==> src/mmio_range_table_lookup_macros.svh <==
// Assertion helpers shared by the range table RTL.
// Each macro expects signals named clock and reset in the calling scope.
`ifndef MMIO_RANGE_TABLE_LOOKUP_MACROS_SVH
`define MMIO_RANGE_TABLE_LOOKUP_MACROS_SVH

// Consequent must hold in the same cycle as the antecedent.
`define MRTL_ASSERT_NOW(label, ante, cons, msg) \
   label: assert property (@(posedge clock) disable iff (reset) (ante) |-> (cons)) \
      else $error(msg);

// Consequent must hold in the cycle after the antecedent.
`define MRTL_ASSERT_NEXT(label, ante, cons, msg) \
   label: assert property (@(posedge clock) disable iff (reset) (ante) |=> (cons)) \
      else $error(msg);

`endif

==> src/mrtl_pkg.sv <==
package mrtl_pkg;

   localparam int ADDR_W = 32;

   // request kinds
   localparam logic REQ_INSERT = 1'b0;
   localparam logic REQ_LOOKUP = 1'b1;

   // qualification bit positions
   localparam int Q_READ_BIT  = 0;
   localparam int Q_WRITE_BIT = 1;
   localparam int Q_FETCH_BIT = 2;

   // result status codes
   localparam logic [2:0] ST_HIT        = 3'd0;
   localparam logic [2:0] ST_WALK_FAULT = 3'd1;
   localparam logic [2:0] ST_FETCH      = 3'd2;
   localparam logic [2:0] ST_MISS       = 3'd3;
   localparam logic [2:0] ST_NO_HANDLER = 3'd4;
   localparam logic [2:0] ST_INSERTED   = 3'd5;
   localparam logic [2:0] ST_FULL       = 3'd6;

   // one stored range
   typedef struct packed {
      logic [ADDR_W-1:0] start_addr;
      logic [ADDR_W-1:0] end_addr;
      logic              rd_ok;
      logic              wr_ok;
   } entry_type;

   // outcome of the shared compare unit
   typedef struct packed {
      logic              below_start;
      logic              within_end;
      logic [ADDR_W-1:0] offset;
   } cmp_type;

endpackage

==> src/mrtl_cmp.sv <==
module mrtl_cmp (
   input  logic [mrtl_pkg::ADDR_W-1:0] key,
   input  logic [mrtl_pkg::ADDR_W-1:0] lo,
   input  logic [mrtl_pkg::ADDR_W-1:0] hi,
   output mrtl_pkg::cmp_type           result
);

   logic [mrtl_pkg::ADDR_W:0] key_minus_lo;
   logic [mrtl_pkg::ADDR_W:0] hi_minus_key;

   // borrow out of key - lo means key < lo; the difference is the offset
   assign key_minus_lo = {1'b0, key} - {1'b0, lo};
   // no borrow out of hi - key means key <= hi
   assign hi_minus_key = {1'b0, hi} - {1'b0, key};

   assign result.below_start = key_minus_lo[mrtl_pkg::ADDR_W];
   assign result.within_end  = ~hi_minus_key[mrtl_pkg::ADDR_W];
   assign result.offset      = key_minus_lo[mrtl_pkg::ADDR_W-1:0];

endmodule

==> src/mmio_range_table_lookup.sv <==
// Sorted address range table with access lookup.
// Input words arrive on req_valid/req_ready: req_type 0 inserts
// [req_range_start, req_range_end] with its read/write handler marks,
// req_type 1 classifies req_qualification and looks up req_access_addr.
// Every input word yields exactly one result word on rsp_valid/rsp_ready.
// The block takes one word at a time: req_ready is high only while idle.
// One compare unit walks the table one entry per cycle, reading a
// table memory with one write port and one registered read port.
// Walk fault, fetch, full and a lookup on an empty table finish in the start
// state; a lookup examines entries in order, up to the fill count; an insert
// scans for its slot, moves any entries above it up one place, then writes
// the new range. The next word is taken only after the result is loaded and
// the sequencer is back in idle.
// Reset empties the table at once (fill count to zero); no clearing pass.
// A stalled rsp_ready holds the result word in the output register and the
// sequencer waits on the next result until the register frees.
`include "mmio_range_table_lookup_macros.svh"

module mmio_range_table_lookup #(
   parameter int MAX_RANGES = 16
) (
   input  logic        clock,
   input  logic        reset,
   input  logic        req_valid,
   output logic        req_ready,
   input  logic        req_type,
   input  logic [31:0] req_access_addr,
   input  logic [2:0]  req_qualification,
   input  logic [31:0] req_range_start,
   input  logic [31:0] req_range_end,
   input  logic        req_read_allowed,
   input  logic        req_write_allowed,
   output logic        rsp_valid,
   input  logic        rsp_ready,
   output logic [2:0]  rsp_status,
   output logic [3:0]  rsp_entry_index,
   output logic [31:0] rsp_range_offset,
   output logic        rsp_is_read
);

   localparam int IDX_W = (MAX_RANGES > 1) ? $clog2(MAX_RANGES) : 1;
   localparam int CNT_W = $clog2(MAX_RANGES + 1);

   typedef enum logic [5:0] {
      S_IDLE  = 6'b000001,
      S_START = 6'b000010,
      S_SCAN  = 6'b000100,
      S_FIND  = 6'b001000,
      S_SHIFT = 6'b010000,
      S_PLACE = 6'b100000
   } state_type;

   state_type state_ff, state_in;

   logic [CNT_W-1:0] count_ff, count_in;
   logic [CNT_W-1:0] idx_ff, idx_in;
   logic [CNT_W-1:0] pos_ff, pos_in;
   logic [CNT_W-1:0] idx_inc, idx_dec, idx_dec2, count_dec;

   // captured request word
   logic        type_ff;
   logic [31:0] key_ff;
   logic [31:0] end_ff;
   logic        rflag_ff;
   logic        wflag_ff;
   logic [2:0]  qual_ff;

   // table memory
   mrtl_pkg::entry_type table_ff [MAX_RANGES];
   mrtl_pkg::entry_type rd_data_ff;
   mrtl_pkg::entry_type mem_wdata;
   logic [IDX_W-1:0]    rd_addr;
   logic [IDX_W-1:0]    mem_waddr;
   logic                mem_we;

   mrtl_pkg::cmp_type cmp;

   // result staging and output register
   logic             finish;
   logic             res_load;
   logic             out_free;
   logic [2:0]       res_status;
   logic [CNT_W-1:0] res_index;
   logic [31:0]      res_offset;
   logic             res_is_read;
   logic             rsp_valid_ff;
   logic [2:0]       rsp_status_ff;
   logic [3:0]       rsp_index_ff;
   logic [31:0]      rsp_offset_ff;
   logic             rsp_is_read_ff;

   logic q_rd, q_wr, q_fetch, handler_ok;

   assign q_rd    = qual_ff[mrtl_pkg::Q_READ_BIT];
   assign q_wr    = qual_ff[mrtl_pkg::Q_WRITE_BIT];
   assign q_fetch = qual_ff[mrtl_pkg::Q_FETCH_BIT];

   // read access needs a read handler, anything else a write handler
   assign handler_ok = q_rd ? rd_data_ff.rd_ok : rd_data_ff.wr_ok;

   assign idx_inc   = idx_ff + CNT_W'(1);
   assign idx_dec   = idx_ff - CNT_W'(1);
   assign idx_dec2  = idx_ff - CNT_W'(2);
   assign count_dec = count_ff - CNT_W'(1);

   assign req_ready = (state_ff == S_IDLE);
   assign out_free  = ~rsp_valid_ff | rsp_ready;

   // shared compare unit: key against the entry under scan
   mrtl_cmp u_cmp (
      .key    (key_ff),
      .lo     (rd_data_ff.start_addr),
      .hi     (rd_data_ff.end_addr),
      .result (cmp)
   );

   // sequencer
   always_comb begin
      state_in    = state_ff;
      idx_in      = idx_ff;
      pos_in      = pos_ff;
      count_in    = count_ff;
      rd_addr     = idx_ff[IDX_W-1:0];
      mem_we      = 1'b0;
      mem_waddr   = idx_ff[IDX_W-1:0];
      mem_wdata   = rd_data_ff;
      finish      = 1'b0;
      res_status  = mrtl_pkg::ST_MISS;
      res_index   = '0;
      res_offset  = '0;
      res_is_read = 1'b0;

      case (state_ff)
         S_IDLE: begin
            if (req_valid) begin
               state_in = S_START;
            end
         end

         S_START: begin
            idx_in  = '0;
            rd_addr = '0;
            if (type_ff == mrtl_pkg::REQ_LOOKUP) begin
               if (q_rd && q_wr) begin
                  finish     = 1'b1;
                  res_status = mrtl_pkg::ST_WALK_FAULT;
               end else if (q_fetch) begin
                  finish     = 1'b1;
                  res_status = mrtl_pkg::ST_FETCH;
               end else if (count_ff == '0) begin
                  finish     = 1'b1;
                  res_status = mrtl_pkg::ST_MISS;
               end else begin
                  state_in = S_SCAN;
               end
            end else begin
               if (count_ff == CNT_W'(MAX_RANGES)) begin
                  finish     = 1'b1;
                  res_status = mrtl_pkg::ST_FULL;
               end else if (count_ff == '0) begin
                  pos_in   = '0;
                  state_in = S_PLACE;
               end else begin
                  state_in = S_FIND;
               end
            end
         end

         // walk entries in order until a start above the address, a cover or the last entry
         S_SCAN: begin
            if (cmp.below_start) begin
               finish     = 1'b1;
               res_status = mrtl_pkg::ST_MISS;
            end else if (cmp.within_end) begin
               finish    = 1'b1;
               res_index = idx_ff;
               if (handler_ok) begin
                  res_status  = mrtl_pkg::ST_HIT;
                  res_offset  = cmp.offset;
                  res_is_read = q_rd;
               end else begin
                  res_status = mrtl_pkg::ST_NO_HANDLER;
               end
            end else if (idx_inc == count_ff) begin
               finish     = 1'b1;
               res_status = mrtl_pkg::ST_MISS;
            end else begin
               idx_in  = idx_inc;
               rd_addr = idx_inc[IDX_W-1:0];
            end
         end

         // find the first entry whose start lies above the new start
         S_FIND: begin
            if (cmp.below_start) begin
               pos_in   = idx_ff;
               idx_in   = count_ff;
               rd_addr  = count_dec[IDX_W-1:0];
               state_in = S_SHIFT;
            end else if (idx_inc == count_ff) begin
               pos_in   = count_ff;
               state_in = S_PLACE;
            end else begin
               idx_in  = idx_inc;
               rd_addr = idx_inc[IDX_W-1:0];
            end
         end

         // move entries up one slot, top first
         S_SHIFT: begin
            mem_we    = 1'b1;
            mem_waddr = idx_ff[IDX_W-1:0];
            mem_wdata = rd_data_ff;
            if (idx_dec == pos_ff) begin
               state_in = S_PLACE;
            end else begin
               idx_in  = idx_dec;
               rd_addr = idx_dec2[IDX_W-1:0];
            end
         end

         // write the new range and report its slot
         S_PLACE: begin
            finish               = 1'b1;
            res_status           = mrtl_pkg::ST_INSERTED;
            res_index            = pos_ff;
            mem_we               = out_free;
            mem_waddr            = pos_ff[IDX_W-1:0];
            mem_wdata.start_addr = key_ff;
            mem_wdata.end_addr   = end_ff;
            mem_wdata.rd_ok      = rflag_ff;
            mem_wdata.wr_ok      = wflag_ff;
            if (out_free) begin
               count_in = count_ff + CNT_W'(1);
            end
         end

         default: begin
            state_in = S_IDLE;
         end
      endcase

      // hold the state until the output register can take the result
      if (finish) begin
         state_in = out_free ? S_IDLE : state_ff;
      end
   end

   assign res_load = finish & out_free;

   // control registers
   always_ff @(posedge clock) begin
      if (reset) begin
         state_ff     <= S_IDLE;
         count_ff     <= '0;
         rsp_valid_ff <= 1'b0;
      end else begin
         state_ff <= state_in;
         count_ff <= count_in;
         if (res_load) begin
            rsp_valid_ff <= 1'b1;
         end else if (rsp_ready) begin
            rsp_valid_ff <= 1'b0;
         end
      end
   end

   // sequencer indexes
   always_ff @(posedge clock) begin
      idx_ff <= idx_in;
      pos_ff <= pos_in;
   end

   // capture the accepted word
   always_ff @(posedge clock) begin
      if (req_valid && req_ready) begin
         type_ff  <= req_type;
         key_ff   <= (req_type == mrtl_pkg::REQ_LOOKUP) ? req_access_addr : req_range_start;
         end_ff   <= req_range_end;
         rflag_ff <= req_read_allowed;
         wflag_ff <= req_write_allowed;
         qual_ff  <= req_qualification;
      end
   end

   // table memory: one write port, one registered read port
   always_ff @(posedge clock) begin
      if (mem_we) begin
         table_ff[mem_waddr] <= mem_wdata;
      end
      rd_data_ff <= table_ff[rd_addr];
   end

   // result payload
   always_ff @(posedge clock) begin
      if (res_load) begin
         rsp_status_ff  <= res_status;
         rsp_index_ff   <= 4'(res_index);
         rsp_offset_ff  <= res_offset;
         rsp_is_read_ff <= res_is_read;
      end
   end

   assign rsp_valid        = rsp_valid_ff;
   assign rsp_status       = rsp_status_ff;
   assign rsp_entry_index  = rsp_index_ff;
   assign rsp_range_offset = rsp_offset_ff;
   assign rsp_is_read      = rsp_is_read_ff;

   `MRTL_ASSERT_NOW(a_load_when_free, res_load, (!rsp_valid_ff || rsp_ready),
      "result overwrote a pending word")
   `MRTL_ASSERT_NEXT(a_accept_starts, (req_valid && req_ready), (state_ff == S_START),
      "accepted word did not start the sequencer")
   `MRTL_ASSERT_NOW(a_scan_in_range, (state_ff == S_SCAN || state_ff == S_FIND),
      (idx_ff < count_ff), "scan index past fill count")
   `MRTL_ASSERT_NEXT(a_insert_grows, (res_load && res_status == mrtl_pkg::ST_INSERTED),
      (count_ff == $past(count_ff) + CNT_W'(1)), "insert did not grow the table")

endmodule
==> config.mk <==
export PLATFORM = sky130hd
export DESIGN_NAME = mmio_range_table_lookup
export DESIGN_NICKNAME = d
export VERILOG_FILES = /design/src/mrtl_pkg.sv /design/src/mrtl_cmp.sv /design/src/mmio_range_table_lookup.sv
export VERILOG_INCLUDE_DIRS = /design/src /design/src/src
export SDC_FILE = /design/constraint.sdc
export NUM_CORES = 2
export LEC_CHECK = 0
export ABC_CLOCK_PERIOD_IN_PS = 9000
export BUFFER_PORTS_ARGS = -buffer_cell sky130_fd_sc_hd__buf_2
export CELL_PAD_IN_SITES_DETAIL_PLACEMENT = 1
export CELL_PAD_IN_SITES_GLOBAL_PLACEMENT = 2
export CORE_MARGIN = 2
export CORE_UTILIZATION = 40
export CTS_CLUSTER_SIZE = 16
export DETAILED_ROUTE_END_ITERATION = 7
export PLACE_DENSITY = 0.76
export SYNTH_ARGS = -nofsm -noshare
export SYNTH_HDL_FRONTEND = slang
export SYNTH_SLANG_ARGS = --single-unit
export TNS_END_PERCENT = 10
==> constraint.sdc <==
create_clock -name clock -period 9 [get_ports clock]
set_clock_uncertainty 0.1 [all_clocks]
set_input_delay 1.8 -clock clock [delete_from_list [all_inputs] [get_ports clock]]
set_output_delay 1.8 -clock clock [all_outputs]
set_load 0.02 [all_outputs]
==> metrics.md <==
| Metric | Value |
|---|---|
| Initial cell density of the core | `40.3%` |
| Antenna violations before repair | `9` |
| Min Hold Slack | `slightly below 0.5 ns` |
| Area delta synth->final | `14.2%` |
| DR WL met2 | `between 70 and 80 mm` |
| DRC errors left | `0` |
| Fin nets | `roughly 3800` |
| Row cnt | `130` |
| Post-synth net total | `3599` |
| Post_cts resized | `0` |
| Peak fanout along the critical path | `43` |
| Clock tree buffer depth | `3` |
| Layout cells sized above 1 | `a little over an eighth` |
| Synth top area cells | `edfxtp_1 (70%), nand2_1 (5.3%), mux2i_1 (5.2%)` |
| Die Wd | `between 300 and 400 um` |
| IO Pins | `148` |
| Top layer in use | `met5` |
| Routed Antenna Nets | `0` |
| CTS root buffer | `clkbuf_16` |
| RD Place Congestion | `0.802` |
| Clk Latency, worst-skew pair | `just under 0.8 ns` |
| Ys flop type | `edfxtp_1` |
| Pin count of the biggest net entering global routing | `about 150` |
| Final setup viols | `0` |
| TritonCTS clock tree | `yes` |
| Fin crit share | `between 70 and 80%` |
| Multi-input gate area | `about 13000 um^2` |
| Post-synth EDFFs | `~1200` |
| Die height | `between 300 and 400 um` |
| Critical Path AT | `approximately 7.0 ns` |
| Num CTS Buffers | `138` |
| Peak VDD IR | `around 0.00021 V` |
| Grt ovf | `0` |
| Fin. Hold Viols | `0` |
| Slew @ Worst Pin | `about 1.3 ns` |
| First-pass iteration count of the detailed router | `5` |
| Max-slew violation count | `0` |
| Vias/cell | `~5.8` |
| Filler cell count | `between 10000 and 15000` |
| Die Area | `about 130000 um^2` |
| IO Port Bufs | `between 100 and 150` |
| RSZ-0062 raised after global routing | `false` |
| Vias in the first global route | `31400` |
| Post-synth cell types | `72` |
| Yosys warnings | `0` |
| Register area | `~37000 um^2` |
| Synthesized flop and latch total | `between 1000 and 1500` |
| Crit end category | `register` |
| H-tree depth | `4` |
| Mean routed wirelength per cell | `~28 um` |
| Post-Route WL | `approximately 150 mm` |
| Final TNS setup | `0 ns` |
| Global-route wire length before repair | `between 200 and 250 mm` |
| Synthesized cell area | `approximately 50000 um^2` |
| Hold Buf Count CTS | `0` |
| Post-DP HPWL | `approximately 85 mm` |
| Routed wl met3 | `about 10 mm` |
| Max Cap Violations | `0` |
| Startpoint Class | `register` |
| Seq/Total Area, Yosys | `about three quarters` |
| Routed vias | `31000` |
| Leak | `between 20 and 25 nW` |
| Mapped Avg Cell Area | `around 15 um^2` |
| Hold Path Class | `register to register` |
| Fin crit period | `6.47 ns` |
| 1st-iter DRT viols | `around 3100` |
| Power Density | `282 nW/um^2` |
| Wl on met1 | `about 66 mm` |
| CTS Sinks | `about 1300` |
| Core area | `about 130000 um^2` |
| Status | `complete, no violations` |
| Post-CTS Setup Repair Bufs | `0` |
| Synth async-reset ratio | `0%` |
| Critical path type | `register to register` |
| CTS clk-pin slew, worst paths | `about 0.06 ns` |
| Synth Instances | `roughly 3400` |
| Total global-route track usage | `23.3%` |
| Synth top area share | `69.9%` |
| Fmax | `approximately 0.15 GHz` |
| Cell taking the most area after synthesis | `edfxtp_1` |
| Slew headroom | `~15%` |
| CP required | `around 9.6 ns` |
==> path summary, 6_finish.rpt <==
kind	startpoint	to	slack, ns	cells after the start
max	key_ff[0]$_DFFE_PP_	rd_data_ff[19]$_DFF_P_	2.53	16
min	state_ff[5]$_SDFFE_PP0P_	state_ff[5]$_SDFFE_PP0P_	0.50	2
max reg2reg	key_ff[0]$_DFFE_PP_	rd_data_ff[19]$_DFF_P_	2.53	16
min reg2reg	state_ff[5]$_SDFFE_PP0P_	state_ff[5]$_SDFFE_PP0P_	0.50	2
==> layer usage <==
layer,vias up,track usage (%)
met5,-,0
met4,4,6.15
met3,198,3.84
met2,1051,38.0
met1,16300,32.4
li1,13400,-
==> cells by family (layout without fill, tap and decap cells) <==
group / after synthesis / in the layout / synth area share (%)
AO/OA/AOI/OAI: 482 / 482 / 7.37
adder cells (fa/ha/maj): 72 / 72 / 1.80
flip-flops: 1254 / 1254 / 73.0
buffers and inverters: 275 / 577 / 2.36
XOR/XNOR: 46 / 46 / 0.798
multiplexers: 297 / 297 / 5.97
other: 0 / 1 / 0
AND/OR/NAND/NOR: 995 / 995 / 8.66
==> registers in the layout (all words and copies together), names as in the netlist, 3 cells and up <==
register          flops
end_ff               32
pos_ff                5
rsp_entry_index       4
rsp_status            3
count_ff              5
qual_ff               3
idx_ff                5
rsp_range_offset     32
table_ff           1056
key_ff               32
rd_data_ff           66
state_ff              6
==> power by group <==
group	internal (mW)	switching, mW	leakage [nW]
registers	7.29	0.300	11.2
clock network	3.11	2.35	2.12
logic	0.956	2.27	6.89
total	11.4	4.92	20.2
==> synthesized netlist by cell type, drive strengths merged (3+ instances only) <==
master,number
edfxtp,1176
nand2,716
mux2i,263
a32oi,252
clkbuf,97
buf,89
inv,88
nor2,86
dfxtp,78
ha,71
o21ai,68
and4,67
a21oi,49
mux2,34
nand3,28
xnor2,28
nor3,24
a21o,18
a31oi,18
xor2,18
and3,15
a211oi,11
nand4,11
nor2b,10
nand2b,8
and2,7
nor3b,7
o21a,7
a211o,6
a22o,6
a32o,6
o211ai,5
a221o,4
o22ai,4
and3b,3
nand4b,3
o2111ai,3
o21bai,3
o221ai,3
or3,3
==> layout make-up <==
type                    count  share of cell area [%]
diodes                      1                 0.00434
repair buffers            231                    2.43
flip-flops and latches   1254                    64.0
well taps                1650                    3.58
clock inverters            70                    1.03
clock buffers             187                    6.54
multi-input cells        1892                    21.9
inverters                  89                   0.579
==> critical path: stages (launching register included) <==
cell and delay, ns:
edfxtp_1 0.37, inv_1 0.09, ha_1 0.24, fa_1 0.43, nand2b_1 0.23, a21oi_1 0.32, o221a_2 0.34, a211oi_2 0.15
o211a_1 0.28, nor2_1 0.61, a21oi_1 0.32, a22oi_4 0.89, and3_4 0.90, buf_4 0.54, a32o_1 0.24, a31oi_1 0.05
and4_1 0.22
==> through the flow <==
| step | util, % | cells | worst slack [ns] | power [mW] | area [um^2] |
|---|---|---|---|---|---|
| floorplan | - | 3421 | 3.24 | 9.56 | 50500 |
| global placement | 42.5 | 5116 | 2.65 | 10.8 | 53300 |
| detailed placement | 42.5 | 5116 | 2.55 | 10.9 | 53300 |
| CTS | 46.0 | 5373 | 2.53 | 16.4 | 57700 |
| global route | 46.0 | 5373 | 2.25 | 16.9 | 57700 |
| finish | 46.0 | 5374 | 2.53 | 16.3 | 57700 |
==> placed cells by master (no fill, tap or decap), types with 48 or more instances in the layout <==
cell type	synthesis	routed
o21ai_0	67	60
a32oi_1	252	252
dfxtp_1	78	78
inv_1	87	87
buf_2	63	147
buf_4	18	81
mux2i_1	263	263
nor2_1	86	69
and4_1	67	67
clkbuf_16	0	139
a21oi_1	48	48
nand2_1	716	716
ha_1	71	71
edfxtp_1	1176	1176
No activity file was read; power rests on OpenSTA's default activity.
